File: src/rtl/twf_pkg.sv
// Shared types, widths and constants for the triangle wavefolder.
// Used by twf_cell, twf_blend and triangle_wavefolder_top; no dependencies.
package twf_pkg;

    localparam int SAMPLE_WIDTH = 24;
    localparam int FRAC_BITS    = 20;

    // fold amount, Q1.16, 65536 = 1.0
    localparam int AMT_W = 17;
    localparam int K_W   = 16;
    localparam int FOLD_K = 47186;   // 0.72 in Q0.16
    localparam logic [AMT_W-1:0] AMT_ONE   = AMT_W'(65536);
    localparam logic [AMT_W-1:0] AMT_RESET = AMT_W'(32768);

    // internal widths
    localparam int XW   = FRAC_BITS + 4;   // clamped sample, signed
    localparam int MW   = FRAC_BITS + 3;   // magnitude / residue, unsigned
    localparam int TW   = FRAC_BITS + 1;   // threshold, unsigned
    localparam int PERW = FRAC_BITS + 4;   // period multiples up to 8T
    localparam int EW   = (SAMPLE_WIDTH > XW) ? SAMPLE_WIDTH : XW;
    localparam int DW   = MW + 2;
    localparam int PROD_W = XW + AMT_W + 1;
    localparam int SUM_W  = PROD_W + 1;
    localparam int PA_W   = AMT_W + K_W;
    localparam int TSH    = 32 - FRAC_BITS;

    localparam longint ONE_L  = longint'(1) << FRAC_BITS;
    localparam longint LIM    = longint'(1) << (FRAC_BITS + 2);
    localparam longint SMAX   = (longint'(1) << (SAMPLE_WIDTH - 1)) - 1;
    localparam longint OUT_HI = (LIM < SMAX) ? LIM : SMAX;
    localparam longint OUT_LO = (LIM <= SMAX) ? -LIM : -(SMAX + 1);

    localparam logic signed [EW-1:0] LIM_E    = EW'(LIM);
    localparam logic signed [XW-1:0] OUT_HI_X = XW'(OUT_HI);
    localparam logic signed [XW-1:0] OUT_LO_X = XW'(OUT_LO);
    localparam logic [TW-1:0]        THR_ONE  = TW'(ONE_L);
    localparam logic [PA_W-1:0]      T_RND    = PA_W'(longint'(1) << (TSH - 1));
    localparam logic [TW-1:0]        THR_RESET = TW'(ONE_L
        - ((longint'(32768) * FOLD_K + (longint'(1) << (TSH - 1))) >>> TSH));
    localparam logic signed [SUM_W-1:0] BLEND_RND = SUM_W'(32768);

    // one sample moving down the fold chain
    typedef struct packed {
        logic signed [XW-1:0] x;       // clamped input
        logic                 neg;
        logic                 bypass;  // |x| <= T, no folding
        logic [MW-1:0]        r;       // |x| when bypassed, else residue
    } pipe_t;

    // T = ONE - round(a * 0.72 * ONE)
    function automatic logic [TW-1:0] thr_of(input logic [AMT_W-1:0] a);
        logic [PA_W-1:0] prod;
        logic [PA_W-1:0] sh;
        prod = a * K_W'(FOLD_K);
        sh   = (prod + T_RND) >> TSH;
        return THR_ONE - TW'(sh);
    endfunction

endpackage

File: src/rtl/twf_cell.sv
// One compare-subtract cell of the modulo chain: takes off one period multiple.
// Depends on twf_pkg.
module twf_cell (
    input  logic                       clk,
    input  logic                       rst_n,
    input  logic                       in_valid,
    output logic                       in_ready,
    input  twf_pkg::pipe_t             in_data,
    input  logic [twf_pkg::PERW-1:0]   period,
    output logic                       out_valid,
    input  logic                       out_ready,
    output twf_pkg::pipe_t             out_data
);

    logic           valid_reg;
    logic           valid_next;
    twf_pkg::pipe_t data_reg;
    twf_pkg::pipe_t data_next;
    logic [twf_pkg::PERW-1:0] r_ext;
    logic           take;

    assign in_ready = !valid_reg || out_ready;
    assign take     = in_valid && in_ready;

    always_comb
    begin
        r_ext     = twf_pkg::PERW'(in_data.r);
        data_next = in_data;
        if (!in_data.bypass && (r_ext >= period))
        begin
            data_next.r = twf_pkg::MW'(r_ext - period);
        end
        if (take)
            valid_next = 1'b1;
        else if (out_ready)
            valid_next = 1'b0;
        else
            valid_next = valid_reg;
    end

    always_ff @(posedge clk or negedge rst_n)
    begin
        if (!rst_n)
            valid_reg <= 1'b0;
        else
            valid_reg <= valid_next;
    end

    always_ff @(posedge clk)
    begin
        if (take)
            data_reg <= data_next;
    end

    assign out_valid = valid_reg;
    assign out_data  = data_reg;

    // residue left by this cell is below its own period
    a_residue_below_period: assert property (@(posedge clk) disable iff (!rst_n)
        (valid_reg && !data_reg.bypass) |-> (twf_pkg::PERW'(data_reg.r) < period))
        else $error("twf_cell: residue not reduced below period");

endmodule

File: src/rtl/twf_blend.sv
// Fold reconstruction, dry/wet products and rounded, saturated sum (3 stages).
// Depends on twf_pkg.
module twf_blend (
    input  logic                              clk,
    input  logic                              rst_n,
    input  logic                              in_valid,
    output logic                              in_ready,
    input  twf_pkg::pipe_t                    in_data,
    input  logic [twf_pkg::TW-1:0]            thr,
    input  logic [twf_pkg::AMT_W-1:0]         amt,
    output logic                              out_valid,
    input  logic                              out_ready,
    output logic signed [twf_pkg::SAMPLE_WIDTH-1:0] sample_out
);

    logic v1_reg, v1_next, v2_reg, v2_next, v3_reg, v3_next;
    logic rdy1, rdy2, rdy3;
    logic take1, take2, take3;

    logic signed [twf_pkg::XW-1:0]     x1_reg;
    logic signed [twf_pkg::XW-1:0]     f1_reg;
    logic signed [twf_pkg::PROD_W-1:0] px2_reg;
    logic signed [twf_pkg::PROD_W-1:0] pf2_reg;
    logic signed [twf_pkg::SAMPLE_WIDTH-1:0] out_reg;

    logic signed [twf_pkg::DW-1:0]  d;
    logic signed [twf_pkg::DW-1:0]  dabs;
    logic [twf_pkg::DW-1:0]         fm;
    logic [twf_pkg::MW-1:0]         fmag;
    logic signed [twf_pkg::XW-1:0]  fs;
    logic signed [twf_pkg::XW-1:0]  f1_next;
    logic signed [twf_pkg::AMT_W:0] dry;
    logic signed [twf_pkg::AMT_W:0] wet;
    logic signed [twf_pkg::PROD_W-1:0] px2_next;
    logic signed [twf_pkg::PROD_W-1:0] pf2_next;
    logic signed [twf_pkg::SUM_W-1:0]  s;
    logic signed [twf_pkg::SUM_W-1:0]  y;
    logic signed [twf_pkg::SUM_W-1:0]  yc;
    logic signed [twf_pkg::XW-1:0]     yx;
    logic signed [twf_pkg::SAMPLE_WIDTH-1:0] out_next;

    assign rdy3     = !v3_reg || out_ready;
    assign rdy2     = !v2_reg || rdy3;
    assign rdy1     = !v1_reg || rdy2;
    assign in_ready = rdy1;
    assign take1    = in_valid && rdy1;
    assign take2    = v1_reg && rdy2;
    assign take3    = v2_reg && rdy3;

    // stage 1: T - |r - T| (r itself when bypassed), sign restored
    always_comb
    begin
        d    = $signed(twf_pkg::DW'(in_data.r)) - $signed(twf_pkg::DW'(thr));
        dabs = (d < 0) ? -d : d;
        fm   = twf_pkg::DW'(thr) - twf_pkg::DW'(dabs);
        fmag = in_data.bypass ? in_data.r : twf_pkg::MW'(fm);
        fs   = $signed(twf_pkg::XW'(fmag));
        f1_next = in_data.neg ? -fs : fs;
    end

    // stage 2: x*(1-a) and f*a
    always_comb
    begin
        dry      = $signed({1'b0, twf_pkg::AMT_ONE - amt});
        wet      = $signed({1'b0, amt});
        px2_next = x1_reg * dry;
        pf2_next = f1_reg * wet;
    end

    // stage 3: round half up, floor by 2^16, saturate
    always_comb
    begin
        s = twf_pkg::SUM_W'(px2_reg) + twf_pkg::SUM_W'(pf2_reg) + twf_pkg::BLEND_RND;
        y = s >>> 16;
        if (y > twf_pkg::SUM_W'(twf_pkg::OUT_HI_X))
            yc = twf_pkg::SUM_W'(twf_pkg::OUT_HI_X);
        else if (y < twf_pkg::SUM_W'(twf_pkg::OUT_LO_X))
            yc = twf_pkg::SUM_W'(twf_pkg::OUT_LO_X);
        else
            yc = y;
        yx       = twf_pkg::XW'(yc);
        out_next = twf_pkg::SAMPLE_WIDTH'(yx);
    end

    always_comb
    begin
        v1_next = take1 ? 1'b1 : (rdy2 ? 1'b0 : v1_reg);
        v2_next = take2 ? 1'b1 : (rdy3 ? 1'b0 : v2_reg);
        v3_next = take3 ? 1'b1 : (out_ready ? 1'b0 : v3_reg);
    end

    always_ff @(posedge clk or negedge rst_n)
    begin
        if (!rst_n)
        begin
            v1_reg <= 1'b0;
            v2_reg <= 1'b0;
            v3_reg <= 1'b0;
        end
        else
        begin
            v1_reg <= v1_next;
            v2_reg <= v2_next;
            v3_reg <= v3_next;
        end
    end

    always_ff @(posedge clk)
    begin
        if (take1)
        begin
            x1_reg <= in_data.x;
            f1_reg <= f1_next;
        end
        if (take2)
        begin
            px2_reg <= px2_next;
            pf2_reg <= pf2_next;
        end
        if (take3)
            out_reg <= out_next;
    end

    assign out_valid  = v3_reg;
    assign sample_out = out_reg;

    // folded value never leaves the band [-T, T]
    a_fold_in_band: assert property (@(posedge clk) disable iff (!rst_n)
        v1_reg |-> ((f1_reg <= $signed(twf_pkg::XW'(thr)))
                 && (f1_reg >= -$signed(twf_pkg::XW'(thr)))))
        else $error("twf_blend: folded value outside threshold band");

endmodule

File: src/rtl/triangle_wavefolder_top.sv
// Pipeline: an accepted request passes through 7 registered stages
// (front, 3 modulo cells, fold, multiply, sum/saturate), each with valid/ready.
// Throughput: one request per cycle while out_ready holds; each stage refills as soon as its successor takes.
// Reset: all stage valids cleared, fold_amount returns to 0.5 and its threshold is
// preloaded, so requests are taken from the first cycle after reset.
// Top level of the triangle wavefolder; depends on twf_pkg, twf_cell, twf_blend.
module triangle_wavefolder_top (
    input  logic                                    clk,
    input  logic                                    rst_n,
    input  logic                                    fold_amount_we,
    input  logic [twf_pkg::AMT_W-1:0]               fold_amount,
    input  logic                                    in_valid,
    output logic                                    in_ready,
    input  logic signed [twf_pkg::SAMPLE_WIDTH-1:0] sample_in,
    output logic                                    out_valid,
    input  logic                                    out_ready,
    output logic signed [twf_pkg::SAMPLE_WIDTH-1:0] sample_out
);

    localparam int NCELL = 3;

    logic [twf_pkg::AMT_W-1:0] amt_reg;
    logic [twf_pkg::AMT_W-1:0] amt_next;
    logic [twf_pkg::TW-1:0]    thr_reg;
    logic [twf_pkg::TW-1:0]    thr_next;

    logic           chain_valid [NCELL+1];
    logic           chain_ready [NCELL+1];
    twf_pkg::pipe_t chain_data  [NCELL+1];

    logic           fr_valid_reg;
    logic           fr_valid_next;
    twf_pkg::pipe_t fr_data_reg;
    twf_pkg::pipe_t fr_data_next;
    logic           take;

    logic signed [twf_pkg::EW-1:0] ext;
    logic signed [twf_pkg::EW-1:0] clamped;
    logic signed [twf_pkg::XW-1:0] xc;
    logic [twf_pkg::XW-1:0]        magx;
    logic [twf_pkg::MW-1:0]        m;
    logic                          bypass;

    // config: clamp above 1.0 and precompute threshold on write
    always_comb
    begin
        amt_next = (fold_amount > twf_pkg::AMT_ONE) ? twf_pkg::AMT_ONE : fold_amount;
        thr_next = twf_pkg::thr_of(amt_next);
    end

    always_ff @(posedge clk or negedge rst_n)
    begin
        if (!rst_n)
        begin
            amt_reg <= twf_pkg::AMT_RESET;
            thr_reg <= twf_pkg::THR_RESET;
        end
        else if (fold_amount_we)
        begin
            amt_reg <= amt_next;
            thr_reg <= thr_next;
        end
    end

    // front stage: clamp, magnitude, bypass test, first subtraction of T unless bypassed
    always_comb
    begin
        ext = twf_pkg::EW'(sample_in);
        if (ext > twf_pkg::LIM_E)
            clamped = twf_pkg::LIM_E;
        else if (ext < -twf_pkg::LIM_E)
            clamped = -twf_pkg::LIM_E;
        else
            clamped = ext;
        xc     = twf_pkg::XW'(clamped);
        magx   = xc[twf_pkg::XW-1] ? twf_pkg::XW'(-xc) : twf_pkg::XW'(xc);
        m      = magx[twf_pkg::MW-1:0];
        bypass = (m <= twf_pkg::MW'(thr_reg));
        fr_data_next.x      = xc;
        fr_data_next.neg    = xc[twf_pkg::XW-1];
        fr_data_next.bypass = bypass;
        fr_data_next.r      = bypass ? m : (m - twf_pkg::MW'(thr_reg));
    end

    assign in_ready = !fr_valid_reg || chain_ready[0];
    assign take     = in_valid && in_ready;

    always_comb
    begin
        if (take)
            fr_valid_next = 1'b1;
        else if (chain_ready[0])
            fr_valid_next = 1'b0;
        else
            fr_valid_next = fr_valid_reg;
    end

    always_ff @(posedge clk or negedge rst_n)
    begin
        if (!rst_n)
            fr_valid_reg <= 1'b0;
        else
            fr_valid_reg <= fr_valid_next;
    end

    always_ff @(posedge clk)
    begin
        if (take)
            fr_data_reg <= fr_data_next;
    end

    assign chain_valid[0] = fr_valid_reg;
    assign chain_data[0]  = fr_data_reg;

    // modulo by 2T: cells subtract 8T, 4T, 2T in turn
    for (genvar i = 0; i < NCELL; i++)
    begin : g_cell
        twf_cell u_cell (
            .clk       (clk),
            .rst_n     (rst_n),
            .in_valid  (chain_valid[i]),
            .in_ready  (chain_ready[i]),
            .in_data   (chain_data[i]),
            .period    (twf_pkg::PERW'(thr_reg) << (NCELL - i)),
            .out_valid (chain_valid[i+1]),
            .out_ready (chain_ready[i+1]),
            .out_data  (chain_data[i+1])
        );
    end

    twf_blend u_blend (
        .clk        (clk),
        .rst_n      (rst_n),
        .in_valid   (chain_valid[NCELL]),
        .in_ready   (chain_ready[NCELL]),
        .in_data    (chain_data[NCELL]),
        .thr        (thr_reg),
        .amt        (amt_reg),
        .out_valid  (out_valid),
        .out_ready  (out_ready),
        .sample_out (sample_out)
    );

    a_out_saturated: assert property (@(posedge clk) disable iff (!rst_n)
        out_valid |-> ((twf_pkg::XW'(sample_out) <= twf_pkg::OUT_HI_X)
                    && (twf_pkg::XW'(sample_out) >= twf_pkg::OUT_LO_X)))
        else $error("triangle_wavefolder_top: result outside saturation range");

    a_thr_range: assert property (@(posedge clk) disable iff (!rst_n)
        (thr_reg <= twf_pkg::THR_ONE) && (thr_reg > twf_pkg::THR_ONE >> 2))
        else $error("triangle_wavefolder_top: threshold outside (0.25, 1.0]");

endmodule
File: config.mk
export PLATFORM = sky130hd
export DESIGN_NAME = triangle_wavefolder_top
export DESIGN_NICKNAME = d
export VERILOG_FILES = /design/src/rtl/twf_pkg.sv /design/src/rtl/twf_cell.sv /design/src/rtl/twf_blend.sv /design/src/rtl/triangle_wavefolder_top.sv
export SDC_FILE = /design/constraint.sdc
export NUM_CORES = 2
export LEC_CHECK = 0
export ABC_AREA = 1
export BUFFER_PORTS_ARGS = -buffer_cell sky130_fd_sc_hd__buf_2
export CAP_MARGIN = 20
export CORE_ASPECT_RATIO = 1.25
export CORE_UTILIZATION = 55
export CTS_BUF_LIST = sky130_fd_sc_hd__clkbuf_2 sky130_fd_sc_hd__clkbuf_4 sky130_fd_sc_hd__clkbuf_8
export CTS_CLUSTER_SIZE = 8
export DETAILED_ROUTE_END_ITERATION = 16
export PLACE_DENSITY = 0.71
export SLEW_MARGIN = 20
export SYNTH_ARGS = -nofsm -noshare
export SYNTH_HDL_FRONTEND = slang
export SYNTH_SLANG_ARGS = --single-unit
File: constraint.sdc
create_clock -name clk -period 14.1 [get_ports clk]
set_input_delay 2.82 -clock clk [delete_from_list [all_inputs] [get_ports clk]]
set_output_delay 2.82 -clock clk [all_outputs]
set_load 0.005 [all_outputs]
==> impl_metrics.toml <==
[clocking]
clock_tree_from_tritoncts = "built"
cts_inserted_buffers = 71
cts-root-buf = "sky130_fd_sc_hd__clkbuf_8"
worstSkewPairLatency_ps = 740
worst_setup_hold_path_clk_slew_ps = 60
cts.sink_count = 393
cts.path.max_buffers = 3
cts_setup_buffers = 0
cts.htree.levels = 3
cts.hold.buffers_added = 0
cts-resized-gates = 0

[grt]
global_route_wire_length_before_repair_um = 240000
antenna_found_initial = 3
globalRouteTotalUtil_pct = 28.1
gr-total-overflow = 0
grt_pass1_vias = 46711
largest_net_degree_at_the_start_of_global_routing = 85

[synthesis]
synth_common_cells = "sky130_fd_sc_hd__inv_1, sky130_fd_sc_hd__nand2_1, sky130_fd_sc_hd__fa_1"
dominantRegCellSynth = "sky130_fd_sc_hd__edfxtp_1"
synth_top_area_cell = "sky130_fd_sc_hd__fa_1"
synth_top_cell_area_share_pct = 29.7
ys.warnings.count = 0
synth.lib_cells_used.distinct = 61
synthXorXnorAreaFrac_pct = 4.31
synth.yosys.seq_area_share_pct = 19.8
synthMostInstantiatedCell = "sky130_fd_sc_hd__inv_1"
yosys.area_share.adder_pct = 41.2
synth_mux_area_share_pct = 0.0342
number_of_flops_mapped_to_enable_cells_by_yosys = 348
netlist_top_cells_area = "sky130_fd_sc_hd__fa_1, sky130_fd_sc_hd__edfxtp_1, sky130_fd_sc_hd__ha_1"
flops_latches_synth = 393
post_synth_and_or_nand_nor_area_fraction_pct = 16.7
synthesized_area_per_cell_um2 = 8.46
dominant_combinational_cell_family_by_area_after_synthesis = "adder cells"
syn-cell-area_um2 = 58500
synth_compound_gate_area_share_pct = 6.57
asr_flop_ratio_synth_pct = 11.5
syn_inst = 6916
mapped_nets = 8368

[outcome]
run_status = "complete, no violations"

[die]
floorplan.core_area_um2 = 105000
die_y_um = 367
effective_utilization_at_floorplan_pct = 55.6
fp.dieArea_um2 = 108000
std_cell_rows = 133
die_width_um = 294
ios = 72

[sta]
fin_setup_tns_ps = 0
finalCriticalPeriod_ps = 9380
setup_viol = 0
setup_ws_ps = 4720
tightestPinTransition_ps = 1110
period_share_pct = 66.5
hold_viol_final = 0
final.setup_skew_ps = 55.7
max_clock_freq_mhz = 107
drv_slew = 0
setup_repair_after_global_routing_missed_its_margin = "false"
final_worst_hold_slack_ps = 404
relSlewSlack_pct = 26.2

[worst_setup_path]
crit_path_max_fanout = 35
crit_arrival_ps = 9840
critPathCapture = "u_blend.px2_reg[39]"
crit-reg2reg-capture = "u_blend.px2_reg[39]"
critical-path-max-stage-delay_ps = 760
crit_path_start = "amt_reg[0]"
timing.critical_path.mode_cell = "sky130_fd_sc_hd__inv_1"
worst_ep_required_time_ps = 14560
startpoint_type_of_the_worst_setup_path = "flip-flop"
ff2ff_path_depth = 37
crit_path_top_delay_cell = "sky130_fd_sc_hd__inv_1"
endpoint_kind = "flip-flop"
reg2reg_setup_slack_ps = 4720
setup.worst_path.class = "flip-flop to flip-flop"
critical_path.reg2reg.startpoint = "amt_reg[0]"

[detailed_routing]
drtPass1Iterations = 6
ant_nets = 0
viasPerCell = 5.34
detailroute.via_count = 44705
avgRoutedWirePerCell_um = 17.6
post-route-drc-count = 0
totalWireLength_um = 147000
drt_iter0_markers = 2769

[finish]
syn_to_final_growth_pct = 5.36
final_nets = 8361
finish.utilization_pct = 58.5
largest_reg_flops = 144
layout-drive-gt1-share_pct = 5.03

[placed_design]
gp_congestion = 0.946
placement.io_buffers = 71
dpl.hpwl_um = 121000
dpl_worst_slack_ps = 4040

[flow_run]
drv.max_cap_violation_count = 0

[hold_path]
class_of_the_worst_hold_path = "flip-flop to flip-flop"
per-layer routing:
metal / track usage (%) / share of wire [%]
met1: 34.0 / 39
met2: 51.1 / 52
met3: 3.10 / 5.0
met4: 10.7 / 3.9
met5: 0 / 0.0088
layout make-up:
class,count,area (µm²)
sequential,393,11600
timing repair buffer,119,728
multi-input combinational,4757,40300
tap,1417,1770
antenna,2,5.00
fill,9365,43700
inverter,1567,5880
clock inverter,31,303
clock buffer,86,1090
how the worst min path moves through the flow:
stage / from / to / cells after the start
2_1_floorplan: chain_data[195] / g_cell[0].u_cell.out_data[24] / 0
6_report: g_cell[1].u_cell.out_data[27] / g_cell[2].u_cell.out_data[27] / 0
3_3_place_gp: g_cell[2].u_cell.out_data[47] / u_blend.x1_reg[22] / 0
3_5_place_dp: chain_data[183] / g_cell[0].u_cell.out_data[36] / 0
4_1_cts: g_cell[1].u_cell.out_data[29] / g_cell[2].u_cell.out_data[29] / 0
5_1_grt: chain_data[176] / g_cell[0].u_cell.out_data[29] / 0
critical path: cells and delay by family (launching register included):
kind | cells | cell delay, ps
xor gates and xnor gates | 1 | 90
DFF | 1 | 550
adders and majority gates | 8 | 3720
buffers and inverters | 9 | 1620
and+or+nand+nor | 11 | 1640
AOI/OAI and AO/OA | 8 | 1490
metrics by stage:
step / area [µm²] / std cells
6_report: 61700 / 8372
5_1_grt: 61700 / 8371
4_1_cts: 61600 / 8369
3_5_place_dp: 60200 / 8252
3_3_place_gp: 60200 / 8252
2_1_floorplan: 58500 / 6916
logic make-up after synthesis:
group / after synthesis
AOI/OAI and AO/OA: 703
xor gates and xnor gates: 286
adders and majority gates: 1406
buffers and inverters: 1766
DFF: 393
muxes: 2
and+or+nand+nor: 2360
cell usage in the layout (no fill, tap or decap), types with 22 or more instances in the layout:
cell	instances
sky130_fd_sc_hd__inv_1	1548
sky130_fd_sc_hd__nand2_1	1461
sky130_fd_sc_hd__fa_1	868
sky130_fd_sc_hd__ha_1	538
sky130_fd_sc_hd__nor2_1	511
sky130_fd_sc_hd__edfxtp_1	348
sky130_fd_sc_hd__a21oi_1	278
sky130_fd_sc_hd__o21ai_0	261
sky130_fd_sc_hd__nand3_1	165
sky130_fd_sc_hd__xor2_1	163
sky130_fd_sc_hd__xnor2_1	120
sky130_fd_sc_hd__clkbuf_8	71
sky130_fd_sc_hd__buf_2	71
sky130_fd_sc_hd__nand4_1	55
sky130_fd_sc_hd__buf_4	47
sky130_fd_sc_hd__nor3_1	38
sky130_fd_sc_hd__o21ai_1	35
sky130_fd_sc_hd__dfrtp_1	33
sky130_fd_sc_hd__nand2_2	31
sky130_fd_sc_hd__a31oi_1	27
sky130_fd_sc_hd__a21o_1	22
Power is not shown: default switching activity piles up to over one toggle a cycle in this logic, so the estimate is an artifact.
